--- src/rtl/spiq_pkg.sv ---
package spiq_pkg;

    localparam int DEPTH = 32;
    localparam int CNT_W = $clog2(DEPTH + 1);

    typedef enum logic [1:0] {
        ST_ADDED   = 2'd0,
        ST_FULL    = 2'd1,
        ST_DRAINED = 2'd2,
        ST_EMPTY   = 2'd3
    } t_status;

    typedef enum logic {
        S_IDLE  = 1'b0,
        S_DRAIN = 1'b1
    } t_state;

    typedef struct packed {
        logic        mode;
        logic [15:0] job_id;
        logic [15:0] pages;
        logic [7:0]  priority_req;
    } t_in_item;

    typedef struct packed {
        logic [1:0]  status;
        logic [15:0] out_job_id;
        logic [15:0] out_pages;
        logic [7:0]  out_priority;
        logic        last;
    } t_out_item;

    typedef struct packed {
        logic [15:0] job_id;
        logic [15:0] pages;
        logic [7:0]  priority_val;
    } t_entry;

    // Per-cycle command broadcast to every cell.
    typedef struct packed {
        logic ins;
        logic shift;
    } t_cell_ctl;

endpackage

--- src/rtl/stable_priority_insert_queue_top.sv ---
// Channel | Direction | Handshake                | Payload
// in      | input     | i_in_valid / o_in_stall  | i_in_data  (t_in_item)
// out     | output    | o_out_valid / i_out_stall| o_out_data (t_out_item)
//
// On an insert, every cell of the chain decides in parallel to hold,
// take the new job, or take its upper neighbor's entry.
// A drain shifts the chain once per result and waits while the output stalls; input
// stalls until the last entry is loaded into the output register.
// Synchronous active-low reset clears the fill count, FSM and output valid.
// The output register takes a new result whenever it is empty or being transferred.
module stable_priority_insert_queue_top (
    input  logic                 i_clk,
    input  logic                 i_rst_n,
    input  logic                 i_in_valid,
    output logic                 o_in_stall,
    input  spiq_pkg::t_in_item   i_in_data,
    output logic                 o_out_valid,
    input  logic                 i_out_stall,
    output spiq_pkg::t_out_item  o_out_data
);
    import spiq_pkg::*;

    t_state     r_state;
    t_state     n_state;
    logic [CNT_W-1:0] r_count;
    logic [CNT_W-1:0] n_count;
    logic       r_out_valid;
    logic       n_out_valid;
    t_out_item  r_out;
    t_out_item  n_out;
    t_cell_ctl  w_ctl;
    t_entry     w_new;
    t_entry     w_entry [DEPTH];
    logic       w_keep  [DEPTH];
    logic       w_out_free;
    logic       w_in_acc;
    logic       w_full;
    logic       w_empty;
    logic       w_one;

    assign w_out_free = !r_out_valid || !i_out_stall;
    assign o_in_stall = (r_state == S_DRAIN) || !w_out_free;
    assign w_in_acc   = i_in_valid && !o_in_stall;
    assign w_full     = (r_count == CNT_W'(DEPTH));
    assign w_empty    = (r_count == '0);
    assign w_one      = (r_count == CNT_W'(1));

    assign w_new.job_id       = i_in_data.job_id;
    assign w_new.pages        = i_in_data.pages;
    assign w_new.priority_val = i_in_data.priority_req;

    genvar gi;
    generate
        for (gi = 0; gi < DEPTH; gi++) begin : g_cell
            logic   w_occ;
            t_entry w_prev;
            logic   w_prev_keep;
            t_entry w_next;

            assign w_occ = (r_count > CNT_W'(gi));
            if (gi == 0) begin : g_head
                assign w_prev      = w_new;
                assign w_prev_keep = 1'b1;
            end else begin : g_body
                assign w_prev      = w_entry[gi-1];
                assign w_prev_keep = w_keep[gi-1];
            end
            if (gi == DEPTH - 1) begin : g_tail
                assign w_next = w_entry[gi];
            end else begin : g_mid
                assign w_next = w_entry[gi+1];
            end

            spiq_cell u_cell (
                .i_clk       (i_clk),
                .i_ctl       (w_ctl),
                .i_occ       (w_occ),
                .i_new       (w_new),
                .i_prev      (w_prev),
                .i_prev_keep (w_prev_keep),
                .i_next      (w_next),
                .o_entry     (w_entry[gi]),
                .o_keep      (w_keep[gi])
            );
        end
    endgenerate

    // Next state
    always_comb begin
        n_state = r_state;
        case (r_state)
            S_IDLE: begin
                if (w_in_acc && i_in_data.mode && !w_empty && !w_one) begin
                    n_state = S_DRAIN;
                end
            end
            S_DRAIN: begin
                if (w_out_free && w_one) begin
                    n_state = S_IDLE;
                end
            end
            default: n_state = S_IDLE;
        endcase
    end

    // Outputs, count and cell commands
    always_comb begin
        n_count     = r_count;
        n_out       = r_out;
        n_out_valid = r_out_valid && i_out_stall;
        w_ctl.ins   = 1'b0;
        w_ctl.shift = 1'b0;
        case (r_state)
            S_IDLE: begin
                if (w_in_acc) begin
                    n_out_valid = 1'b1;
                    n_out       = '0;
                    n_out.last  = 1'b1;
                    if (!i_in_data.mode) begin
                        if (w_full) begin
                            n_out.status = ST_FULL;
                        end else begin
                            n_out.status = ST_ADDED;
                            w_ctl.ins    = 1'b1;
                            n_count      = r_count + CNT_W'(1);
                        end
                    end else if (w_empty) begin
                        n_out.status = ST_EMPTY;
                    end else begin
                        n_out.status       = ST_DRAINED;
                        n_out.out_job_id   = w_entry[0].job_id;
                        n_out.out_pages    = w_entry[0].pages;
                        n_out.out_priority = w_entry[0].priority_val;
                        n_out.last         = w_one;
                        w_ctl.shift        = 1'b1;
                        n_count            = r_count - CNT_W'(1);
                    end
                end
            end
            S_DRAIN: begin
                if (w_out_free) begin
                    n_out_valid        = 1'b1;
                    n_out.status       = ST_DRAINED;
                    n_out.out_job_id   = w_entry[0].job_id;
                    n_out.out_pages    = w_entry[0].pages;
                    n_out.out_priority = w_entry[0].priority_val;
                    n_out.last         = w_one;
                    w_ctl.shift        = 1'b1;
                    n_count            = r_count - CNT_W'(1);
                end
            end
            default: begin
                n_out_valid = 1'b0;
            end
        endcase
    end

    always_ff @(posedge i_clk) begin
        if (!i_rst_n) begin
            r_state     <= S_IDLE;
            r_count     <= '0;
            r_out_valid <= 1'b0;
        end else begin
            r_state     <= n_state;
            r_count     <= n_count;
            r_out_valid <= n_out_valid;
        end
    end

    always_ff @(posedge i_clk) begin
        r_out <= n_out;
    end

    assign o_out_valid = r_out_valid;
    assign o_out_data  = r_out;

endmodule

--- src/rtl/spiq_cell.sv ---
module spiq_cell (
    input  logic              i_clk,
    input  spiq_pkg::t_cell_ctl i_ctl,
    input  logic              i_occ,
    input  spiq_pkg::t_entry  i_new,
    input  spiq_pkg::t_entry  i_prev,
    input  logic              i_prev_keep,
    input  spiq_pkg::t_entry  i_next,
    output spiq_pkg::t_entry  o_entry,
    output logic              o_keep
);
    import spiq_pkg::*;

    t_entry r_entry;
    t_entry n_entry;

    // Stay in place when holding an entry of higher or equal priority.
    assign o_keep  = i_occ && (r_entry.priority_val >= i_new.priority_val);
    assign o_entry = r_entry;

    always_comb begin
        n_entry = r_entry;
        if (i_ctl.ins) begin
            if (o_keep) begin
                n_entry = r_entry;
            end else if (i_prev_keep) begin
                n_entry = i_new;
            end else begin
                n_entry = i_prev;
            end
        end else if (i_ctl.shift) begin
            n_entry = i_next;
        end
    end

    always_ff @(posedge i_clk) begin
        r_entry <= n_entry;
    end

endmodule

--- config.mk ---
export PLATFORM = sky130hd
export DESIGN_NAME = stable_priority_insert_queue_top
export DESIGN_NICKNAME = d
export VERILOG_FILES = /design/src/rtl/spiq_pkg.sv /design/src/rtl/stable_priority_insert_queue_top.sv /design/src/rtl/spiq_cell.sv
export SDC_FILE = /design/constraint.sdc
export NUM_CORES = 2
export LEC_CHECK = 0
export BUFFER_PORTS_ARGS = -buffer_cell sky130_fd_sc_hd__buf_2
export CORE_ASPECT_RATIO = 0.8
export CORE_MARGIN = 2
export CORE_UTILIZATION = 50
export DETAILED_ROUTE_END_ITERATION = 16
export GPL_ROUTABILITY_DRIVEN = 1
export MAX_ROUTING_LAYER = met4
export PLACE_DENSITY = 0.68
export SYNTH_ARGS = -nofsm -noshare
export SYNTH_HDL_FRONTEND = slang
export SYNTH_SLANG_ARGS = --single-unit
export TNS_END_PERCENT = 10
--- constraint.sdc ---
create_clock -name i_clk -period 5.85 [get_ports i_clk]
set_input_delay 0.8775 -clock i_clk [delete_from_list [all_inputs] [get_ports i_clk]]
set_output_delay 0.8775 -clock i_clk [all_outputs]
set_load 0.05 [all_outputs]
==> summary.txt <==
Clocking
  • Clk pin slew, worst setup/hold paths: about 60 ps
  • Number of buffers added for setup after CTS: 0
  • TritonCTS clock tree: done
  • Cell at the root of the clock tree: sky130_fd_sc_hd__clkbuf_16
  • H-Tree Depth: 4
  • Cells resized by post-CTS repair: 0
  • Clock latency on the worst-skew pair: roughly 820 ps
  • Hold-fix buffer count after cts: 0
  • CTS Buf Count: 143
  • Clock sink total: 1331
  • Buffer depth of the longest clock path: 3

STA
  • Final setup skew: 31.51 ps
  • Total setup violations reported at the end of the flow: 0
  • Final Max Slew Viols: 0
  • Number of hold-slack violations in the final timing report: 0
  • Worst-margin pin slew: 1320 ps
  • Post-Route Setup TNS: 0 ps
  • Worst-case headroom to the max-slew limit: 0.1203
  • Post-route fraction of the period consumed by the critical path: 0.6694
  • Final Worst Setup Slack: ~1900 ps
  • Post-layout min period: between 3000 and 4000 ps
  • Setup repair after global routing missed its margin: no
  • Maximum clock frequency: roughly 260 MHz

Die
  • I/O pin count: 90
  • Initial cell density of the core: 0.5036
  • Vertical die dimension: ~350 um
  • Core Footprint: 0.1474 mm2
  • Die Footprint: approximately 0.15 mm2
  • Site row count: between 100 and 150
  • Horiz. Die Dim: ~430 um

Layout
  • Number of inserted filler cells in the final layout: ~13000
  • Multi-input logic area: ~0.031 mm2
  • Nets@finish: about 6700
  • Area Growth Syn to Fin: 8.375%
  • Area occupied by registers: around 0.04 mm2
  • Layout cell share with drive strength beyond 1: 0.09396
  • Utilization after layout: 0.5458

Detailed routing
  • Detailed-route DRC error count: 0
  • Detailed-route wire length per cell: 31.37 um
  • Total length of routed wires: between 200000 and 300000 um
  • Via count normalized by instance count: ~7.4
  • Via count: about 62000
  • 1st-pass router iterations: 6
  • Initial DRC Count: approximately 12000
  • Post-DRT Antenna Nets: 0

Setup path
  • Category of the worst setup path capture point: flip-flop
  • Total buffers and inverters traversed by the critical path: 2
  • CP max stage delay: ~940 ps
  • Worst endpoint data arrival time: about 4600 ps
  • Crit start category: flip-flop
  • Family of cells with the greatest summed delay on the critical path: simple AND/OR/NAND/NOR gates
  • Category of the most critical setup path: reg2reg
  • Critical-path cell list: inv_1 -> ha_1 -> nand2_1 -> o2111a_4 -> buf_12 -> and2_2 -> a221o_1
  • Cell with the largest stage delay on the worst path: sky130_fd_sc_hd__and2_2
  • Largest fanout on the critical path: between 70 and 80
  • Required time of the critical path: between 6000 and 7000 ps

Synthesis
  • Netlist area before placement: about 0.074 mm2
  • Biggest area contributors in the synthesized netlist: sky130_fd_sc_hd__edfxtp_1 54%, sky130_fd_sc_hd__a221o_1 15%, sky130_fd_sc_hd__a21oi_1 8.0%, sky130_fd_sc_hd__nand2_1 6.2%, sky130_fd_sc_hd__ha_1 4.4%
  • Library cell with the largest summed area after synthesis: sky130_fd_sc_hd__edfxtp_1
  • Yosys warns: 0
  • Count of state elements after synthesis: between 1000 and 1500
  • Most frequent cells after synthesis: 1323 x sky130_fd_sc_hd__edfxtp_1, 1220 x sky130_fd_sc_hd__nand2_1, 1180 x sky130_fd_sc_hd__a21oi_1, 1133 x sky130_fd_sc_hd__a221o_1, 505 x sky130_fd_sc_hd__clkbuf_1
  • Async set or reset register ratio after synthesis: 0
  • Most instantiated library cell after synthesis: sky130_fd_sc_hd__edfxtp_1
  • Gate Count Post-Synth: a little under 7000
  • Number of flops mapped to enable cells by yosys: 1323
  • Portion of synthesized cell area occupied by the leading cell type: 0.5352
  • Count of unique library cells instantiated by Yosys: 55
  • Number of nets in the synthesized netlist: 7079
  • Most used flip-flop cell after synthesis: sky130_fd_sc_hd__edfxtp_1
  • Sequential cell area fraction in the yosys report: 0.5373
  • Syn_area_per_cell: between 10 and 15 um2

Power and ir drop
  • Leakage power: between 20 and 30 nW
  • Pwr per Cell Area: 631.5 mW/mm2
  • Final total power: slightly above 50 mW
  • Maximum VDD drop: around 520 uV

Run
  • Max Cap Violations: 0

Global route
  • Via count of the first global-routing pass: 58034
  • Global route total overflow: 0
  • Initial antenna violation count: 9
  • Overall routing resource usage: 0.3480
  • Wire length of the first global-routing pass: just under 400000 um
  • Largest net degree at the start of global routing: ~190

Placed design
  • Worst setup timing slack at the placement stage: about 1500 ps
  • Global placer's final weighted congestion: between 0.9 and 1
  • Port buffer count: 89
  • Estimated wirelength of the detail-placed design: around 170000 um

Status
  • Status: completed

Min path
  • Path type of the worst min-delay path: in2reg
==> power breakdown <==
group	leakage [nW]	switching (mW)	total (mW)	internal, mW
clock	2.23	4.04	9.26	5.22
combinational	14.1	12.8	19.4	6.58
sequential	12.7	4.34	22.2	17.8
==> metrics by stage <==
stage | instances | hold WS, ps | area, um2
after floorplan | 6774 | 520.5 | 74240
after global placement | 8217 | 530.8 | 75850
after detailed placement | 8217 | 535.9 | 75850
after CTS | 8476 | 391.1 | 80440
after global routing | 8480 | 421.4 | 80450
final | 8481 | 439.9 | 80450
==> sequential cells by signal, indices dropped and copies added, names as in the netlist <==
name and count:
g_cell.u_cell.o_entry 1280, o_out_valid 1, r_state 1, o_out_data 43
r_count 6
==> metal layers <==
| layer | vias up | share of wire | track usage | routed length [um] |
|---|---|---|---|---|
| met1 | 30847 | 0.41 | 0.5062 | 109400 |
| met4 | 0 | 0.032 | 0.1151 | 8564 |
| li1 | 26031 | - | - | - |
| met2 | 5064 | 0.40 | 0.4493 | 106900 |
| met5 | - | 0 | - | 0 |
| met3 | 510 | 0.15 | 0.1151 | 41200 |
==> cell families (layout without fill, tap and decap cells) <==
family | Yosys count | in the layout | synth area share
muxes | 41 | 41 | 0.005528
buffers and inverters | 877 | 595 | 0.05353
other | 0 | 5 | 0
adders and majority gates | 260 | 260 | 0.04382
xor gates and xnor gates | 6 | 6 | 0.0007079
and+or+nand+nor | 1550 | 1550 | 0.08724
DFF | 1331 | 1331 | 0.5373
AOI/OAI and AO/OA | 2709 | 2709 | 0.2719
==> placed cells by master (no fill, tap or decap), types with 9 or more instances in the layout <==
| cell | count |
|---|---|
| sky130_fd_sc_hd__buf_12 | 26 |
| sky130_fd_sc_hd__clkinv_2 | 17 |
| sky130_fd_sc_hd__nand3_1 | 33 |
| sky130_fd_sc_hd__o21ai_2 | 32 |
| sky130_fd_sc_hd__and2_2 | 32 |
| sky130_fd_sc_hd__o21ai_4 | 29 |
| sky130_fd_sc_hd__clkbuf_16 | 146 |
| sky130_fd_sc_hd__and2_1 | 64 |
| sky130_fd_sc_hd__a211o_1 | 30 |
| sky130_fd_sc_hd__o311ai_1 | 26 |
| sky130_fd_sc_hd__bufinv_16 | 14 |
| sky130_fd_sc_hd__ha_1 | 260 |
| sky130_fd_sc_hd__inv_1 | 35 |
| sky130_fd_sc_hd__a221oi_1 | 28 |
| sky130_fd_sc_hd__clkbuf_1 | 40 |
| sky130_fd_sc_hd__nand2_1 | 1219 |
| sky130_fd_sc_hd__nand4_1 | 41 |
| sky130_fd_sc_hd__nor2_1 | 47 |
| sky130_fd_sc_hd__clkinv_1 | 27 |
| sky130_fd_sc_hd__o211ai_1 | 40 |
| sky130_fd_sc_hd__nand2b_1 | 40 |
| sky130_fd_sc_hd__a22oi_1 | 40 |
| sky130_fd_sc_hd__a21oi_1 | 1177 |
| sky130_fd_sc_hd__nor2b_1 | 41 |
| sky130_fd_sc_hd__a221o_1 | 1133 |
| sky130_fd_sc_hd__buf_4 | 178 |
| sky130_fd_sc_hd__mux2i_1 | 41 |
| sky130_fd_sc_hd__o21ai_0 | 9 |
| sky130_fd_sc_hd__a31oi_1 | 28 |
| sky130_fd_sc_hd__buf_2 | 89 |
| sky130_fd_sc_hd__o2111ai_1 | 28 |
| sky130_fd_sc_hd__a21o_1 | 85 |
| sky130_fd_sc_hd__edfxtp_1 | 1323 |
==> worst register-to-register path, stage by stage, from the launching register on <==
cell and delay (ps):
sky130_fd_sc_hd__dfxtp_1 520, sky130_fd_sc_hd__inv_1 160, sky130_fd_sc_hd__ha_1 380, sky130_fd_sc_hd__nand2_1 220
sky130_fd_sc_hd__o2111a_4 810, sky130_fd_sc_hd__buf_12 400, sky130_fd_sc_hd__and2_2 940, sky130_fd_sc_hd__a221o_1 350
==> area by class of cell <==
type | count | share of cell area
Sequential cell | 1331 | 0.4958
Tap cell | 1984 | 0.03085
Antenna cell | 5 | 0.0001555
Clock buffer | 186 | 0.04728
Timing Repair Buffer | 293 | 0.02862
Multi-Input combinational cell | 4566 | 0.3856
Inverter | 43 | 0.002006
Clock inverter | 73 | 0.009735
==> path summary, 6_finish.rpt <==
| kind | slack [ps] | to | startpoint | depth (start not counted) |
|---|---|---|---|---|
| max | 1930 | g_cell[3].u_cell.o_entry[26] | r_count[0] | 7 |
| min | 440 | r_state | i_rst_n | 2 |
| max reg2reg | 1930 | g_cell[3].u_cell.o_entry[26] | r_count[0] | 7 |
| min reg2reg | 540 | g_cell[30].u_cell.o_entry[34] | g_cell[31].u_cell.o_entry[34] | 1 |
Power figures use the tool's default switching activity.
